`config.mk`:
```
export PLATFORM = sky130hd
export DESIGN_NAME = timer_deadline_queue
export DESIGN_NICKNAME = d
export VERILOG_FILES = /design/src/hw/rtl/tdq_pkg.sv /design/src/hw/rtl/tdq_mem.sv /design/src/hw/rtl/timer_deadline_queue.sv
export SDC_FILE = /design/constraint.sdc
export NUM_CORES = 1
export LEC_CHECK = 0
export BUFFER_PORTS_ARGS = -buffer_cell sky130_fd_sc_hd__buf_2
export CORE_MARGIN = 2
export CORE_UTILIZATION = 45
export CTS_CLUSTER_DIAMETER = 150
export CTS_CLUSTER_SIZE = 10
export DETAILED_ROUTE_END_ITERATION = 6
export GPL_TIMING_DRIVEN = 0
export PLACE_DENSITY = 0.58
export RECOVER_POWER = 50
export REMOVE_ABC_BUFFERS = 1
export SYNTH_ARGS = -nofsm -noshare
export SYNTH_HDL_FRONTEND = slang
export SYNTH_SLANG_ARGS = --single-unit
```
`constraint.sdc`:
```
create_clock -name clk_i -period 14.6 [get_ports clk_i]
set_input_delay 2.92 -clock clk_i [delete_from_list [all_inputs] [get_ports clk_i]]
set_output_delay 2.92 -clock clk_i [all_outputs]
set_load 0.02 [all_outputs]
```
`src/hw/rtl/tdq_pkg.sv`:
```
`default_nettype none
package tdq_pkg;
  localparam int unsigned CapacityDef = 16;
  localparam int unsigned IdBitsDef = 16;
  localparam int unsigned TimeBitsDef = 32;

  typedef enum logic [1:0] {
    CmdAdd    = 2'd0,
    CmdCancel = 2'd1,
    CmdTick   = 2'd2,
    CmdNone   = 2'd3
  } cmd_e;

  typedef enum logic [1:0] {
    KindAdded   = 2'd0,
    KindFull    = 2'd1,
    KindCancel  = 2'd2,
    KindExpired = 2'd3
  } kind_e;
endpackage
`default_nettype wire

```
`src/hw/rtl/tdq_mem.sv`:
```
`default_nettype none
module tdq_mem #(
  parameter int unsigned AW = 4,
  parameter int unsigned DW = 8
) (
  input  wire logic          clk_i,
  input  wire logic          we_i,
  input  wire logic [AW-1:0] waddr_i,
  input  wire logic [DW-1:0] wdata_i,
  input  wire logic [AW-1:0] raddr_i,
  output logic      [DW-1:0] rdata_o
);
  logic [DW-1:0] mem [2**AW];

  // synchronous write, registered read
  always_ff @(posedge clk_i) begin
    if (we_i) begin
      mem[waddr_i] <= wdata_i;
    end
    rdata_o <= mem[raddr_i];
  end
endmodule
`default_nettype wire

```
`src/hw/rtl/timer_deadline_queue.sv`:
```
// channel  | direction | handshake       | payload
// command  | in        | start and !busy | cmd_i now_time_i delay_i target_id_i wants_*_i
// result   | out       | result_valid_o  | kind_o timer_id_o found_o notify_o last_o
// Each slot read passes through StRead and StCheck, as the slot memory's read is registered:
// add reads from the tail down to the insert point moving entries up, then writes;
// cancel searches, then shifts the entries above the match down (StDnRd, StShDn);
// tick removes each expired head and shifts the rest down, then reads the new head,
// until the head is not due or the table is empty.
// A full add or a cancel on an empty table answers without raising busy.
// Results leave through a one-deep buffer and are registered again at the outputs,
// and may follow the next transfer; the receiver cannot stall.
// Reset clears the count and the id counter; slot contents need no clearing.
`default_nettype none
module timer_deadline_queue #(
  parameter int unsigned CAPACITY  = tdq_pkg::CapacityDef,
  parameter int unsigned ID_BITS   = tdq_pkg::IdBitsDef,
  parameter int unsigned TIME_BITS = tdq_pkg::TimeBitsDef
) (
  input  wire logic        clk_i,
  input  wire logic        rst_ni,
  input  wire logic        start,
  output logic             busy,
  input  wire logic [1:0]  cmd_i,
  input  wire logic [31:0] now_time_i,
  input  wire logic [31:0] delay_i,
  input  wire logic [15:0] target_id_i,
  input  wire logic        wants_expiry_notice_i,
  input  wire logic        wants_cancel_notice_i,
  output logic             result_valid_o,
  output logic [1:0]       kind_o,
  output logic [15:0]      timer_id_o,
  output logic             found_o,
  output logic             notify_o,
  output logic             last_o
);
  import tdq_pkg::*;

  localparam int unsigned AW = (CAPACITY > 1) ? $clog2(CAPACITY) : 1;
  localparam int unsigned CW = $clog2(CAPACITY + 1);
  localparam int unsigned DW = TIME_BITS + ID_BITS + 2;
  localparam int unsigned TW = (TIME_BITS < 32) ? TIME_BITS : 32;
  localparam int unsigned CMPW = (ID_BITS > 16) ? ID_BITS : 16;

  typedef enum logic [6:0] {
    StIdle  = 7'b0000001,
    StRead  = 7'b0000010,
    StCheck = 7'b0000100,
    StShUp  = 7'b0001000,
    StShDn  = 7'b0010000,
    StDnRd  = 7'b0100000,
    StPut   = 7'b1000000
  } state_e;

  state_e state_q, state_d;
  logic [CW-1:0] count_q, count_d;
  logic [CW-1:0] idx_q, idx_d;
  logic [ID_BITS-1:0] idc_q, idc_d;
  cmd_e cmd_q, cmd_d;
  logic [TIME_BITS-1:0] now_q, now_d, dl_q, dl_d;
  logic [15:0] tgt_q, tgt_d;
  logic [1:0] flg_q, flg_d;

  logic we;
  logic [AW-1:0] waddr, raddr;
  logic [DW-1:0] wdata, rdata;

  logic [TIME_BITS-1:0] r_dl;
  logic [ID_BITS-1:0] r_id;
  logic [1:0] r_flg;
  logic [TIME_BITS:0] sum;
  logic [CMPW-1:0] tgt_cmp;

  logic rv_d;
  logic [1:0] rk_d;
  logic [15:0] rid_d;
  logic rf_d, rn_d, rl_d;

  tdq_mem #(.AW(AW), .DW(DW)) u_mem (
    .clk_i, .we_i(we), .waddr_i(waddr), .wdata_i(wdata),
    .raddr_i(raddr), .rdata_o(rdata)
  );

  assign {r_dl, r_id, r_flg} = rdata;
  assign busy = (state_q != StIdle);
  assign sum = {1'b0, TIME_BITS'(now_time_i[TW-1:0])} + {1'b0, TIME_BITS'(delay_i[TW-1:0])};
  assign tgt_cmp = CMPW'(r_id);

  // command sequencer over the slot memory
  always_comb begin
    state_d = state_q; count_d = count_q; idx_d = idx_q; idc_d = idc_q;
    cmd_d = cmd_q; now_d = now_q; dl_d = dl_q; tgt_d = tgt_q; flg_d = flg_q;
    we = 1'b0; waddr = idx_q[AW-1:0]; wdata = rdata; raddr = idx_q[AW-1:0];
    rv_d = 1'b0; rk_d = KindAdded; rid_d = '0; rf_d = 1'b0; rn_d = 1'b0; rl_d = 1'b0;
    case (state_q)
      StIdle: begin
        if (start) begin
          cmd_d = cmd_e'(cmd_i);
          now_d = TIME_BITS'(now_time_i[TW-1:0]);
          dl_d = sum[TIME_BITS] ? '1 : sum[TIME_BITS-1:0];
          tgt_d = target_id_i;
          flg_d = {wants_cancel_notice_i, wants_expiry_notice_i};
          case (cmd_e'(cmd_i))
            CmdAdd: begin
              if (count_q == CW'(CAPACITY)) begin
                rv_d = 1'b1; rk_d = KindFull; rl_d = 1'b1;
              end else if (count_q == '0) begin
                state_d = StPut; idx_d = '0;
              end else begin
                state_d = StRead; idx_d = count_q - 1'b1;
              end
            end
            CmdCancel: begin
              if (count_q == '0) begin
                rv_d = 1'b1; rk_d = KindCancel; rid_d = target_id_i; rl_d = 1'b1;
              end else begin
                state_d = StRead; idx_d = '0;
              end
            end
            CmdTick: begin
              if (count_q != '0) begin
                state_d = StRead; idx_d = '0;
              end
            end
            default: ;
          endcase
        end
      end
      StRead: state_d = StCheck;
      StCheck: begin
        case (cmd_q)
          CmdAdd: begin
            if (r_dl > dl_q) begin
              // move entry up one slot
              we = 1'b1; waddr = AW'(idx_q + 1'b1);
              if (idx_q == '0) begin
                state_d = StPut;
              end else begin
                idx_d = idx_q - 1'b1; state_d = StRead;
              end
            end else begin
              idx_d = idx_q + 1'b1; state_d = StPut;
            end
          end
          CmdCancel: begin
            if (tgt_cmp == CMPW'(tgt_q)) begin
              rv_d = 1'b1; rk_d = KindCancel; rid_d = tgt_q; rf_d = 1'b1;
              rn_d = r_flg[1]; rl_d = 1'b1;
              count_d = count_q - 1'b1;
              if (idx_q + 1'b1 >= count_q) state_d = StIdle;
              else begin
                state_d = StDnRd; idx_d = idx_q + 1'b1;
              end
            end else if (idx_q + 1'b1 >= count_q) begin
              rv_d = 1'b1; rk_d = KindCancel; rid_d = tgt_q; rl_d = 1'b1;
              state_d = StIdle;
            end else begin
              idx_d = idx_q + 1'b1; state_d = StRead;
            end
          end
          default: begin
            // tick: slot 0 always holds the head
            if (r_dl <= now_q) begin
              rv_d = 1'b1; rk_d = KindExpired; rid_d = 16'(r_id); rn_d = r_flg[0];
              count_d = count_q - 1'b1;
              if (count_q == CW'(1)) begin
                rl_d = 1'b1; state_d = StIdle;
              end else begin
                idx_d = CW'(1); state_d = StDnRd;
              end
            end else begin
              state_d = StIdle;
            end
          end
        endcase
      end
      StDnRd: state_d = StShDn;
      StShDn: begin
        // move entry down one slot
        we = 1'b1; waddr = AW'(idx_q - 1'b1);
        if (idx_q >= count_q) begin
          if (cmd_q == CmdTick) begin
            idx_d = '0; state_d = StRead;
          end else begin
            state_d = StIdle;
          end
        end else begin
          idx_d = idx_q + 1'b1; state_d = StDnRd;
        end
      end
      StPut: begin
        we = 1'b1; waddr = idx_q[AW-1:0];
        wdata = {dl_q, idc_q + 1'b1, flg_q};
        idc_d = idc_q + 1'b1;
        count_d = count_q + 1'b1;
        rv_d = 1'b1; rk_d = KindAdded; rid_d = 16'(idc_q + 1'b1); rl_d = 1'b1;
        state_d = StIdle;
      end
      default: state_d = StIdle;
    endcase
  end

  // tick: last flag needs lookahead, so the tail result is flagged when it is
  // known that the next head is not due; buffer one result
  logic pend_q, pend_d;
  logic [1:0] pk_q;
  logic [15:0] pid_q;
  logic pf_q, pn_q, pl_q;
  logic flush;

  assign flush = pend_q && (rv_d || state_d == StIdle);
  assign pend_d = rv_d || (pend_q && !flush);

  always_ff @(posedge clk_i or negedge rst_ni) begin
    if (!rst_ni) begin
      state_q <= StIdle; count_q <= '0; idx_q <= '0; idc_q <= '0;
      cmd_q <= CmdNone; pend_q <= 1'b0; result_valid_o <= 1'b0;
    end else begin
      state_q <= state_d; count_q <= count_d; idx_q <= idx_d; idc_q <= idc_d;
      cmd_q <= cmd_d; pend_q <= pend_d;
      result_valid_o <= flush;
    end
  end

  always_ff @(posedge clk_i) begin
    now_q <= now_d; dl_q <= dl_d; tgt_q <= tgt_d; flg_q <= flg_d;
    if (flush) begin
      kind_o <= pk_q; timer_id_o <= pid_q; found_o <= pf_q; notify_o <= pn_q;
      last_o <= pl_q || (state_d == StIdle && !rv_d);
    end
    if (rv_d) begin
      pk_q <= rk_d; pid_q <= rid_d; pf_q <= rf_d; pn_q <= rn_d; pl_q <= rl_d;
    end
  end

  // the table never overfills
  assert property (@(posedge clk_i) disable iff (!rst_ni) count_q <= CW'(CAPACITY))
    else $error("count overflow");
  // a result strobe always carries a held result
  assert property (@(posedge clk_i) disable iff (!rst_ni)
    result_valid_o |-> $past(pend_q))
    else $error("result without held entry");
  // a completed add advances the id counter by one
  assert property (@(posedge clk_i) disable iff (!rst_ni)
    (state_q == StPut) |=> idc_q == $past(idc_q) + 1'b1)
    else $error("id counter slip");
endmodule
`default_nettype wire
```
==> impl_metrics.ini <==
[run_status]
status = finished, violations left
violations = max-capacitance violations, max-slew violations

[floorplan]
io_pins = 110
die_y_um = 309
fp.dieW_um = 309
design.die.area_mm2 = 0.0956
start_util_pct = 45.6
row_count = 111
core_area_mm2 = 0.0919

[global_routing]
antenna_found_initial = 0
grt_util_met2_pct = 35.6
grt_pass1_vias = 22811
grt_max_degree = 65
grt_first_pass_wirelength_mm = 147
top_usage_layer = met2
gr-usage-met1_pct = 28.5
use_met3_pct = 3.14
grt_overflow_total = 0
grt_util_all_layers_pct = 21.0

[yosys]
postSynthCellCount = 2311
yosysWarnings = 0
synth_mux_area_share_pct = 13.5
async_reset_ff_share_pct = 3.66
synth_seq_cells = 1011
synth_xor_area_share_pct = 1.56
ys_seq_area_share_pct = 70.8
synth_fa_ha_area_share_pct = 3.63
synth_ff_type = edfxtp_1
synth_top_family_by_area = multiplexers
synth_area_mm2 = 0.0419
avgSynthCellArea_um2 = 18.1
synth-compound-area-share_pct = 4.68
synth-edff-count = 924
yosys.area_share.simple_pct = 4.16
ys_types = 94

[power]
p_total_w = 0.00782
powerDensity_mw_per_mm2 = 162
p_sw_w = 0.00211
p_leak_nw = 16.3
seqPwrFrac_pct = 48.6
power_frac_comb_pct = 19.7
ir_drop_v = 0.0000991
p_sw_share_pct = 27.1
internal_power_w = 0.00570
pwr-share-clk_pct = 31.7

[cts]
cts-root-buf = clkbuf_16
htree_num_levels = 3
numCtsBuffers = 111
cts_repair_resize_count = 0
clkSinkCount = 1011
cts_tree = built
clk_pin_slew_worst_paths_ps = 60
hold_buffers = 0
post_cts_buffers = 0
clockBufferDepth = 3
clkLatencyLatePin_ps = 670

[worst_setup_path]
cp-end-kind = register
cp_max_fo = 41
critPathKind = register to register
arrival_ps = 8380
slowest_stage = clkbuf_1
cpPeakStageDelay_ps = 2040
worstPathRequired_ps = 14960
path_common_cell = nand2_1
crit_path_start_kind = register
crit_chain = clkbuf_1 > ha_1 > nand3_1 > xnor2_1 > ha_1 > nand2_1 > o21a_1 > nand2_1 > nor3b_2 > nor2_1 > nand2_1 > o21bai_1

[cells_and_area]
nets = 2718
fin_util_pct = 52.4
drive_above_1_share_pct = 20.9
antennaDiodeCount = 0
final_cell_mix = 924 x edfxtp_1, 250 x mux4_2, 172 x nand2_1
post_layout_nonfiller_instances = 3818
syn2layout_area_growth_pct = 15.0
mostFrequentLayoutCell = edfxtp_1

[route]
avgRoutedWirePerCell_um = 26.0
viasPerCell = 5.79
drc = 0
dr.pass1.iters = 6
ant_nets = 0
wl_mm = 99.1
vias = 22113
drtIter0Drc = 2103

[timing]
rsz0062_at_grt = false
fmax_mhz = 125
worstMarginPinSlew_ps = 3590
min_period_ps = 8020
finalSetupViolCount = 0
maxSlewHeadroom_pct = -139
finClkSkew_ps = 29.4
report.final.hold_viol_count = 0
fin_crit_sh_pct = 54.9
slew_viol_final = 646
worst_slack_ps = 6580
fin_tns_setup_ps = 0

[worst_hold_path]
min_path_type = register to register

[placed_design]
hpwlAfterDp_mm = 63.9
io_buffers = 109
place_congestion = 0.840
dp_cells = 3639
dp_slack_ps = 7570

[run]
max-cap-violations = 31
## routing by layer
layer	part of all wire [%]	vias up
met2	51	629
met5	0	-
met4	2.2	0
met1	42	11676
met3	5.0	151
li1	-	9657
## final cells by class
class / count / area (um^2)
sequential: 1011 / 29700
multi-input combinational: 1124 / 11700
clock inverter: 4 / 50.0
clock buffer: 174 / 3060
fill: 7381 / 43700
tap: 1243 / 1560
inverter: 89 / 335
timing repair buffer: 173 / 1850
## cell usage after synthesis, drive strengths merged (9+ instances only)
master	instances	area share, %
edfxtp	924	66
mux4	250	13
nand2	172	1.5
ha	120	3.6
inv	88	0.79
o21ai	85	1.0
nor2	75	0.69
a21oi	68	0.82
clkbuf	68	0.63
dfxtp	50	2.4
xor2	40	0.85
a21o	39	0.70
dfrtp	34	2.0
xnor2	34	0.71
nand3	24	0.30
nand4	20	0.30
nor3	20	0.26
buf	19	0.21
a221oi	18	0.39
nor4	11	0.16
and3	10	0.15
a211oi	9	0.19
o31ai	9	0.17
## registers in the layout (all words and copies together), names as in the netlist, 2 cells and up
signal         flops
u_mem.rdata_o     50
idc_q             16
kind_o             2
timer_id_o        16
pid_q             16
idx_q              5
tgt_q             16
u_mem.mem        800
count_q            5
state_q            7
pk_q               2
cmd_q              2
flg_q              2
dl_q              32
now_q             32
## stage by stage
stage / instance area (um^2) / hold slack, ps
2_1_floorplan: 41600 / 400
3_3_place_gp: 43700 / 403
3_5_place_dp: 45300 / 405
4_1_cts: 48400 / 419
5_1_grt: 48200 / 431
6_report: 48200 / 419
## cell families (layout without fill, tap and decap cells)
| family | count (synthesis) | count (layout) |
|---|---|---|
| adder cells (fa/ha/maj) | 121 | 121 |
| AO/OA/AOI/OAI | 298 | 298 |
| flip-flops | 1011 | 1011 |
| XOR/XNOR | 74 | 74 |
| other | 1 | 1 |
| multiplexers | 253 | 253 |
| buffers and inverters | 176 | 440 |
| AND/OR/NAND/NOR | 377 | 377 |
## worst max-delay path: cells and delay by family, from the launching register on
family | cells | cell delay [ps]
xor+xnor | 1 | 170
simple gates | 6 | 2260
fa+ha+maj | 2 | 880
buf+inv | 1 | 2040
compound gates | 2 | 410
flops | 1 | 1930
## final timing paths
| check | to | startpoint | depth (start not counted) | slack [ps] |
|---|---|---|---|---|
| worst max-delay path | last_o | idx_q[0] | 12 | 6580 |
| worst min-delay path | timer_id_o[5] | pid_q[5] | 0 | 420 |
| worst max register to register | last_o | idx_q[0] | 12 | 6580 |
| worst min register to register | timer_id_o[5] | pid_q[5] | 0 | 420 |
| max in group asynchronous | idx_q[2] | rst_ni | 1 | 10020 |
| min in group asynchronous | state_q[3] | rst_ni | 1 | 2960 |
## power by group through the flow
stage	clock (W)	combinational [W]	sequential, W
after floorplan	0	0.00118	0.00388
after global placement	0	0.00162	0.00406
after detailed placement	0	0.00155	0.00386
after CTS	0.00253	0.00156	0.00380
after global routing	0.00264	0.00170	0.00382
final	0.00248	0.00154	0.00380
Power figures use the tool's default switching activity.
